<file path="config.mk">
export PLATFORM = sky130hd
export DESIGN_NAME = vector_normalize_unit
export DESIGN_NICKNAME = d
export VERILOG_FILES = /design/src/hdl/vnorm_pkg.sv /design/src/hdl/vnorm_store.sv /design/src/hdl/vnorm_sqrt.sv /design/src/hdl/vnorm_div.sv /design/src/hdl/vector_normalize_unit.sv
export SDC_FILE = /design/constraint.sdc
export NUM_CORES = 2
export LEC_CHECK = 0
export BUFFER_PORTS_ARGS = -buffer_cell sky130_fd_sc_hd__buf_2
export CORE_ASPECT_RATIO = 0.75
export CORE_MARGIN = 2
export CORE_UTILIZATION = 57
export CTS_BUF_LIST = sky130_fd_sc_hd__clkbuf_8
export CTS_CLUSTER_SIZE = 25
export DETAILED_ROUTE_END_ITERATION = 7
export PLACE_DENSITY = 0.75
export SETUP_SLACK_MARGIN = 0.15
export SLEW_MARGIN = 25
export SYNTH_ARGS = -nofsm -noshare
export SYNTH_HDL_FRONTEND = slang
export SYNTH_HIERARCHICAL = 1
export SYNTH_SLANG_ARGS = --single-unit
</file>
<file path="constraint.sdc">
create_clock -name clk_i -period 4.8 [get_ports clk_i]
set_input_delay 0.72 -clock clk_i [delete_from_list [all_inputs] [get_ports clk_i]]
set_output_delay 0.72 -clock clk_i [all_outputs]
set_load 0.02 [all_outputs]
</file>
<file path="src/hdl/vnorm_pkg.sv">
// ----------------------------------------------------------------------------
// vnorm_pkg: shared types and constants
// Widths, depth and the controller state type of the vector normaliser.
// ----------------------------------------------------------------------------
package vnorm_pkg;

  localparam int unsigned MaxLen    = 64;
  localparam int unsigned ElemWidth = 16;
  localparam int unsigned AddrWidth = $clog2(MaxLen);
  localparam int unsigned CntWidth  = $clog2(MaxLen + 1);
  localparam int unsigned SumWidth  = 2 * ElemWidth + CntWidth - 2;
  localparam int unsigned MagWidth  = ElemWidth + 3;
  localparam int unsigned IdxWidth  = 6;

  typedef enum logic [2:0] {
    ST_LOAD,
    ST_SQRT,
    ST_READ,
    ST_DIV,
    ST_OUT
  } state_e;

  typedef struct packed {
    logic                        start;
    logic [ElemWidth-1:0]        dividend;
    logic [MagWidth-1:0]         divisor;
  } div_req_t;

  typedef struct packed {
    logic                        done;
    logic [ElemWidth-1:0]        quotient;
  } div_rsp_t;

endpackage

</file>
<file path="src/hdl/vnorm_store.sv">
// ----------------------------------------------------------------------------
// vnorm_store: element memory
// Synchronous single-port-write, single-read memory with registered read data.
// ----------------------------------------------------------------------------
module vnorm_store (
  input  logic                                clk_i,
  input  logic                                we_i,
  input  logic [vnorm_pkg::AddrWidth-1:0]     waddr_i,
  input  logic [vnorm_pkg::ElemWidth-1:0]     wdata_i,
  input  logic [vnorm_pkg::AddrWidth-1:0]     raddr_i,
  output logic [vnorm_pkg::ElemWidth-1:0]     rdata_o
);

  logic [vnorm_pkg::ElemWidth-1:0] mem_q [vnorm_pkg::MaxLen];

  always_ff @(posedge clk_i) begin
    if (we_i) begin
      mem_q[waddr_i] <= wdata_i;
    end
    rdata_o <= mem_q[raddr_i];
  end

endmodule

</file>
<file path="src/hdl/vnorm_sqrt.sv">
// ----------------------------------------------------------------------------
// vnorm_sqrt: iterative integer square root
// One root bit per cycle, restoring digit method.
// ----------------------------------------------------------------------------
module vnorm_sqrt (
  input  logic                              clk_i,
  input  logic                              rst_ni,
  input  logic                              start_i,
  input  logic [vnorm_pkg::SumWidth-1:0]    radicand_i,
  output logic                              done_o,
  output logic [vnorm_pkg::MagWidth-1:0]    root_o
);

  localparam int unsigned Steps = (vnorm_pkg::SumWidth + 1) / 2;
  localparam int unsigned RemW  = vnorm_pkg::SumWidth + 2;
  localparam int unsigned StepW = $clog2(Steps + 1);

  logic [2*Steps-1:0]            x_q, x_d;
  logic [RemW-1:0]               rem_q, rem_d;
  logic [vnorm_pkg::MagWidth-1:0] root_q, root_d;
  logic [StepW-1:0]              cnt_q, cnt_d;
  logic                          busy_q, busy_d;
  logic                          busy_dly_q;
  logic [RemW-1:0]               trial;
  logic [RemW-1:0]               test;

  always_comb begin
    x_d    = x_q;
    rem_d  = rem_q;
    root_d = root_q;
    cnt_d  = cnt_q;
    busy_d = busy_q;
    trial  = {rem_q[RemW-3:0], x_q[2*Steps-1 -: 2]};
    test   = {(RemW-2)'(root_q), 2'b01};
    if (start_i) begin
      x_d    = (2*Steps)'(radicand_i);
      rem_d  = '0;
      root_d = '0;
      cnt_d  = StepW'(Steps);
      busy_d = 1'b1;
    end else if (busy_q) begin
      x_d = x_q << 2;
      if (trial >= test) begin
        rem_d  = trial - test;
        root_d = {root_q[vnorm_pkg::MagWidth-2:0], 1'b1};
      end else begin
        rem_d  = trial;
        root_d = {root_q[vnorm_pkg::MagWidth-2:0], 1'b0};
      end
      cnt_d = cnt_q - 1'b1;
      if (cnt_q == StepW'(1)) begin
        busy_d = 1'b0;
      end
    end
  end

  assign root_o = root_q;

  // done pulses in the same cycle that the last digit lands in root_q
  assign done_o = busy_dly_q & ~busy_q;

  always_ff @(posedge clk_i or negedge rst_ni) begin
    if (!rst_ni) begin
      busy_q     <= 1'b0;
      busy_dly_q <= 1'b0;
      cnt_q      <= '0;
    end else begin
      busy_q     <= busy_d;
      busy_dly_q <= busy_q;
      cnt_q      <= cnt_d;
    end
  end

  always_ff @(posedge clk_i) begin
    x_q    <= x_d;
    rem_q  <= rem_d;
    root_q <= root_d;
  end

endmodule

</file>
<file path="src/hdl/vnorm_div.sv">
// ----------------------------------------------------------------------------
// vnorm_div: iterative Q-format divider
// |element| << (ElemWidth-1) / magnitude, one quotient bit per cycle,
// sign restored and saturated at the end.
// ----------------------------------------------------------------------------
module vnorm_div (
  input  logic                  clk_i,
  input  logic                  rst_ni,
  input  vnorm_pkg::div_req_t   req_i,
  output vnorm_pkg::div_rsp_t   rsp_o
);

  localparam int unsigned QW    = 2 * vnorm_pkg::ElemWidth - 1;
  localparam int unsigned RW    = vnorm_pkg::MagWidth + 1;
  localparam int unsigned StepW = $clog2(QW + 1);
  localparam int unsigned EW    = vnorm_pkg::ElemWidth;

  logic [QW-1:0]    num_q, num_d;
  logic [RW-1:0]    rem_q, rem_d;
  logic [vnorm_pkg::MagWidth-1:0] den_q, den_d;
  logic             neg_q, neg_d;
  logic [StepW-1:0] cnt_q, cnt_d;
  logic             busy_q, busy_d;
  logic             fin_q, fin_d;
  logic [RW-1:0]    trial;
  logic [EW-1:0]    mag_e;
  logic [QW-1:0]    q;

  always_comb begin
    num_d  = num_q;
    rem_d  = rem_q;
    den_d  = den_q;
    neg_d  = neg_q;
    cnt_d  = cnt_q;
    busy_d = busy_q;
    fin_d  = 1'b0;
    mag_e  = req_i.dividend[EW-1] ? EW'(-req_i.dividend) : req_i.dividend;
    trial  = {rem_q[RW-2:0], num_q[QW-1]};
    if (req_i.start) begin
      num_d  = {mag_e, (EW-1)'(0)};
      rem_d  = '0;
      den_d  = req_i.divisor;
      neg_d  = req_i.dividend[EW-1];
      cnt_d  = StepW'(QW);
      busy_d = 1'b1;
    end else if (busy_q) begin
      if (trial >= RW'(den_q)) begin
        rem_d = trial - RW'(den_q);
        num_d = {num_q[QW-2:0], 1'b1};
      end else begin
        rem_d = trial;
        num_d = {num_q[QW-2:0], 1'b0};
      end
      cnt_d = cnt_q - 1'b1;
      if (cnt_q == StepW'(1)) begin
        busy_d = 1'b0;
        fin_d  = 1'b1;
      end
    end
  end

  // num_q now holds the quotient; saturate and apply sign
  always_comb begin
    q = num_q;
    rsp_o.done = fin_q;
    if (neg_q) begin
      rsp_o.quotient = (q > QW'(1 << (EW-1))) ? {1'b1, (EW-1)'(0)} : EW'(-q);
    end else begin
      rsp_o.quotient = (q > QW'((1 << (EW-1)) - 1)) ? {1'b0, {(EW-1){1'b1}}}
                                                     : EW'(q);
    end
  end

  always_ff @(posedge clk_i or negedge rst_ni) begin
    if (!rst_ni) begin
      busy_q <= 1'b0;
      fin_q  <= 1'b0;
      cnt_q  <= '0;
    end else begin
      busy_q <= busy_d;
      fin_q  <= fin_d;
      cnt_q  <= cnt_d;
    end
  end

  always_ff @(posedge clk_i) begin
    num_q <= num_d;
    rem_q <= rem_d;
    den_q <= den_d;
    neg_q <= neg_d;
  end

endmodule

</file>
<file path="src/hdl/vector_normalize_unit.sv">
// ----------------------------------------------------------------------------
// vector_normalize_unit: streamed Euclidean vector normaliser
// Loads signed Q1.15 elements, then emits each divided by the floored length.
// ----------------------------------------------------------------------------
// Usage:
//  s_axis carries one element per beat (tdata = element, tlast = end of
//  vector), one beat per cycle. Elements go to a 64-entry memory and their
//  squares are accumulated. Beyond 64 elements a beat is dropped but its
//  tlast still closes the vector.
//  After the tlast beat s_axis_tready stays low until the last result is
//  taken. The square root runs first (start, 19 digits, done); each
//  element is then read, divided (start, 31 digits, done) and output,
//  and the next element is read only once its result has been taken.
//  A zero length skips the divider: results zero, tuser set.
//  m_axis emits one beat per stored element, in order, tlast on the last.
//  A stalled receiver simply holds the output beat; nothing is lost.
//  Reset clears the sum, count and controller; memory contents are not
//  cleared, never-written entries are never read.
// ----------------------------------------------------------------------------
module vector_normalize_unit (
  input  logic        clk_i,
  input  logic        rst_ni,
  input  logic        s_axis_tvalid,
  output logic        s_axis_tready,
  input  logic [15:0] s_axis_tdata,  // [15:0] element
  input  logic        s_axis_tlast,
  output logic        m_axis_tvalid,
  input  logic        m_axis_tready,
  output logic [47:0] m_axis_tdata,  // [15:0] normalized, [21:16] index,
                                     // [40:22] magnitude, [47:41] zero
  output logic        m_axis_tuser,  // [0] zero_length
  output logic        m_axis_tlast
);

  localparam int unsigned AW = vnorm_pkg::AddrWidth;
  localparam int unsigned CW = vnorm_pkg::CntWidth;
  localparam int unsigned EW = vnorm_pkg::ElemWidth;
  localparam int unsigned MW = vnorm_pkg::MagWidth;
  localparam int unsigned SW = vnorm_pkg::SumWidth;

  vnorm_pkg::state_e state_q, state_d;
  logic [CW-1:0] count_q, count_d;
  logic [SW-1:0] sum_q, sum_d;
  logic [AW-1:0] rd_q, rd_d;
  logic [MW-1:0] mag_q, mag_d;
  logic [EW-1:0] res_q, res_d;
  logic          last_q, last_d;
  logic [AW-1:0] oidx_q, oidx_d;
  logic          sqrt_go_q, sqrt_go_d;
  logic          div_go_q, div_go_d;

  logic          acc;
  logic          store_we;
  logic [EW-1:0] abs_e;
  logic [2*EW-1:0] sq_e;
  logic          sqrt_done;
  logic [MW-1:0] root;
  logic [EW-1:0] rdata;
  vnorm_pkg::div_req_t div_req;
  vnorm_pkg::div_rsp_t div_rsp;

  assign acc      = s_axis_tvalid & s_axis_tready;
  assign store_we = acc & (count_q < CW'(vnorm_pkg::MaxLen));
  assign abs_e    = s_axis_tdata[EW-1] ? EW'(-s_axis_tdata) : s_axis_tdata;
  assign sq_e     = abs_e * abs_e;

  vnorm_store u_store (
    .clk_i   (clk_i),
    .we_i    (store_we),
    .waddr_i (count_q[AW-1:0]),
    .wdata_i (s_axis_tdata),
    .raddr_i (rd_q),
    .rdata_o (rdata)
  );

  // started the cycle after the tlast beat, once the sum has settled
  vnorm_sqrt u_sqrt (
    .clk_i      (clk_i),
    .rst_ni     (rst_ni),
    .start_i    (sqrt_go_q),
    .radicand_i (sum_q),
    .done_o     (sqrt_done),
    .root_o     (root)
  );

  vnorm_div u_div (
    .clk_i  (clk_i),
    .rst_ni (rst_ni),
    .req_i  (div_req),
    .rsp_o  (div_rsp)
  );

  always_comb begin
    state_d       = state_q;
    count_d       = count_q;
    sum_d         = sum_q;
    rd_d          = rd_q;
    mag_d         = mag_q;
    res_d         = res_q;
    last_d        = last_q;
    oidx_d        = oidx_q;
    sqrt_go_d     = 1'b0;
    div_go_d      = 1'b0;
    s_axis_tready = 1'b0;
    m_axis_tvalid = 1'b0;
    // read data is valid in the first DIV cycle
    div_req.start    = div_go_q & (mag_q != '0);
    div_req.dividend = rdata;
    div_req.divisor  = mag_q;
    unique case (state_q)
      vnorm_pkg::ST_LOAD: begin
        s_axis_tready = 1'b1;
        if (store_we) begin
          count_d = count_q + 1'b1;
          sum_d   = sum_q + SW'(sq_e);
        end
        if (acc && s_axis_tlast) begin
          state_d   = vnorm_pkg::ST_SQRT;
          sqrt_go_d = 1'b1;
        end
      end
      vnorm_pkg::ST_SQRT: begin
        if (sqrt_done) begin
          mag_d   = root;
          rd_d    = '0;
          state_d = vnorm_pkg::ST_READ;
        end
      end
      vnorm_pkg::ST_READ: begin
        div_go_d = 1'b1;
        state_d  = vnorm_pkg::ST_DIV;
      end
      vnorm_pkg::ST_DIV: begin
        if (mag_q == '0) begin
          res_d   = '0;
          last_d  = (CW'(rd_q) + 1'b1 == count_q);
          oidx_d  = rd_q;
          state_d = vnorm_pkg::ST_OUT;
        end else if (div_rsp.done) begin
          res_d   = div_rsp.quotient;
          last_d  = (CW'(rd_q) + 1'b1 == count_q);
          oidx_d  = rd_q;
          state_d = vnorm_pkg::ST_OUT;
        end
      end
      vnorm_pkg::ST_OUT: begin
        m_axis_tvalid = 1'b1;
        if (m_axis_tready) begin
          if (last_q) begin
            state_d = vnorm_pkg::ST_LOAD;
            count_d = '0;
            sum_d   = '0;
          end else begin
            rd_d    = rd_q + 1'b1;
            state_d = vnorm_pkg::ST_READ;
          end
        end
      end
      default: state_d = vnorm_pkg::ST_LOAD;
    endcase
  end

  always_ff @(posedge clk_i or negedge rst_ni) begin
    if (!rst_ni) begin
      state_q   <= vnorm_pkg::ST_LOAD;
      count_q   <= '0;
      sum_q     <= '0;
      rd_q      <= '0;
      sqrt_go_q <= 1'b0;
      div_go_q  <= 1'b0;
    end else begin
      state_q   <= state_d;
      count_q   <= count_d;
      sum_q     <= sum_d;
      rd_q      <= rd_d;
      sqrt_go_q <= sqrt_go_d;
      div_go_q  <= div_go_d;
    end
  end

  always_ff @(posedge clk_i) begin
    mag_q  <= mag_d;
    res_q  <= res_d;
    last_q <= last_d;
    oidx_q <= oidx_d;
  end

  assign m_axis_tdata = {7'd0, mag_q, oidx_q, res_q};
  assign m_axis_tuser = (mag_q == '0);
  assign m_axis_tlast = last_q;

`ifndef SYNTHESIS
  a_no_in_while_out: assert property (@(posedge clk_i) disable iff (!rst_ni)
    m_axis_tvalid |-> !s_axis_tready) else $error("input taken while emitting");
  a_count_bound: assert property (@(posedge clk_i) disable iff (!rst_ni)
    count_q <= CW'(vnorm_pkg::MaxLen)) else $error("count overflow");
  a_hold: assert property (@(posedge clk_i) disable iff (!rst_ni)
    m_axis_tvalid && !m_axis_tready |=> m_axis_tvalid && $stable(m_axis_tdata))
    else $error("output beat changed under stall");
`endif

endmodule
</file>
==> results.cfg <==
[layout]
n_fill_cell = 7600
nNetsFinal = 5206
drive_gt1_frac = 0.2511
layout_commonest_cell = edfxtp_1
layout_common_cells = edfxtp_1, inv_1, buf_4
syn_to_final_growth_pct = 14.30

[setup_path]
crit_start = s_axis_tdata[6]
r2r_start = sum_q[11]
crit_top_cell = fa_1
slowest_stage = or4b_4
cp-start-kind = input pin
cp.required_ps = 5550
cp.depth = 27
endpoint_kind = register
critical-path-max-stage-delay_ps = 620
critPathTopFamily = adder cells
reg2reg_depth = 18
worstPathArrival_ps = 7710
path_buf_inv = 9
criticalPathCategory = in -> reg
regToRegSetupSlack_ps = 200
cp_max_fo = 6
rr_endpoint = sum_q[24]
crit_end = sum_q[30]

[synth]
seq_area_frac_synth = 0.5984
synth_area_leaders = edfxtp_1, mux4_2, fa_1
synth-edff-count = 1139
yosysWarnings = 6
syn_inst = 4389
synth.top_cell.area_share = 0.5376
async_reset_ff_frac = 0.05247
ys.flop_type = edfxtp_1
syn-cell-area_um2 = 63620
syn-mean-instance-area_um2 = 14.50
yosysTopAreaCell = edfxtp_1
ys_ff_latch = 1315
synth.distinct_cells = 102

[hold_path]
hp-class = in -> reg

[timing]
rsz0062_at_grt = yes
hold_viol_final = 0
worst_slew_pin_slew_ps = 1019
fmax_mhz = 143.6
final.period_utilization = 1.450
final-setup-viol-count = 29
slew_headroom = 0.3192
slew_violations = 0
period_minus_slack_ps = 6962
timing.final.ws_setup_ps = -2162
skew_ps = 40.78

[placement]
dp_hpwl_um = 101000
place_ws_ps = -3127
gp_congestion = 0.8957
io_buffers = 65

[clock_network]
clkLatencyLatePin_ps = 900
cts.clk_slew.worst_paths_ps = 70
cts_buffer_depth = 3
cts_inserted_buffers = 191
cts.sinks = 1315
htreeDepth = 4
cts_tree = built
cts_root_buf = clkbuf_8

[grt]
antenna_found_initial = 5
track_usage = 0.2706
met3_usage = 0.05928
grt_max_degree = 75
use_met2 = 0.4075
grt_use_met1 = 0.3906
grt_pass1_vias = 38820
grt-busiest-layer = met2
overflow = 0
grt_pass1_wl_um = 232600

[job]
cap_violations = 0

[detailed_routing]
drt-total-wl_um = 154100
vias_per_cell = 6.081
wl_per_cell_um = 23.91
num_vias = 39200
drt_first_pass_iters = 6
drcViolationCount = 0
drt_iter0_markers = 4390
final_antenna_net_count = 0

[floorplanning]
start_util = 0.5725
die_width_um = 389.8
dieArea_um2 = 114300
coreArea_um2 = 111100
ios = 73
die_y_um = 293.3
rows = 106

[status]
violations = setup timing
status = finished with violations
-- per-stage QoR --
stage	utilization	TNS (ps)	instances	cell area [um^2]	hold WS, ps
2_1_floorplan	-	-56900	4405	64250	372.1
3_3_place_gp	0.6097	-79450	6049	67760	448.0
3_5_place_dp	0.6097	-81990	6049	67760	458.5
4_1_cts	0.6464	-48860	6411	71840	30.01
5_1_grt	0.6543	-56040	6447	72720	92.44
6_report	0.6543	-50560	6447	72720	117.9
-- metal layers --
metal / up-vias / wire [um]
met5: - / 33
met4: 4 / 5043
met3: 310 / 15800
met1: 19730 / 62950
li1: 17230 / -
met2: 1929 / 70310
-- flip-flops by register name, indices dropped and copies added, names as in the netlist, 3 cells and up --
signal / flops
u_sqrt/rem_q: 37
u_div/rem_q: 19
rd_q: 6
count_q: 7
u_div/den_q: 19
oidx_q: 6
u_sqrt/root_o: 19
u_store/rdata_o: 16
u_div/num_q: 31
u_store/mem_q: 1024
sum_q: 37
state_q: 3
mag_q: 19
u_div/cnt_q: 5
u_sqrt/cnt_q: 5
u_sqrt/x_q: 38
res_q: 16
-- cells in the mapped netlist, types with 42 or more instances --
library cell	instances
a21oi_1	93
a22oi_1	42
buf_2	45
clkbuf_1	99
dfrtp_1	69
dfxtp_1	107
edfxtp_1	1139
fa_1	196
ha_1	154
inv_1	423
mux2_2	63
mux2i_1	131
mux4_2	220
nand2_1	290
nand3_1	76
nor2_1	289
nor2b_1	64
o21ai_0	114
xnor2_1	65
-- worst min-delay path by stage --
stage                      start                end  slack, ps  cells after the start
3_5_place_dp   u_sqrt/root_o[18]          mag_q[18]        460                      0
2_1_floorplan      u_sqrt/busy_q  u_sqrt/busy_dly_q        370                      0
4_1_cts             s_axis_tlast          sqrt_go_q         30                      2
3_3_place_gp   u_sqrt/root_o[18]          mag_q[18]        450                      0
6_report            s_axis_tlast          sqrt_go_q        120                      2
5_1_grt             s_axis_tlast          sqrt_go_q         90                      2
-- final cells by class --
type,count,area (um^2),share of cell area
multi-input cells,2431,23890,0.3286
flip-flops and latches,1315,38090,0.5238
repair buffers,464,3651,0.05020
clock inverters,147,864.6,0.01189
inverters,432,1675,0.02304
well taps,1458,1824,0.02509
clock buffers,197,2711,0.03728
diodes,3,7.507,0.0001032
-- cell families (layout without fill, tap and decap cells) --
group,Yosys count,count (layout),synth area share
multiplexers,418,418,0.1113
AND/OR/NAND/NOR,962,962,0.07270
flip-flops,1315,1315,0.5984
buffers and inverters,659,1240,0.04665
other,2,21,0.0001180
adder cells (fa/ha/maj),350,350,0.09196
AO/OA/AOI/OAI,576,576,0.06352
XOR/XNOR,107,107,0.01538
-- what timing repair did --
| action | CTS | global route |
|---|---|---|
| hold buffers | 1 | 0 |
| setup endpoints to repair | 31 | 31 |
| resized for setup | 89 | 146 |
| hold endpoints to repair | 23 | 0 |
| buffers inserted | 17 | 33 |
| pin swaps | 71 | 92 |
Power is left out: the tool's default activity adds up to more than one toggle a clock period on the data nets, which glitch-free logic cannot reach.
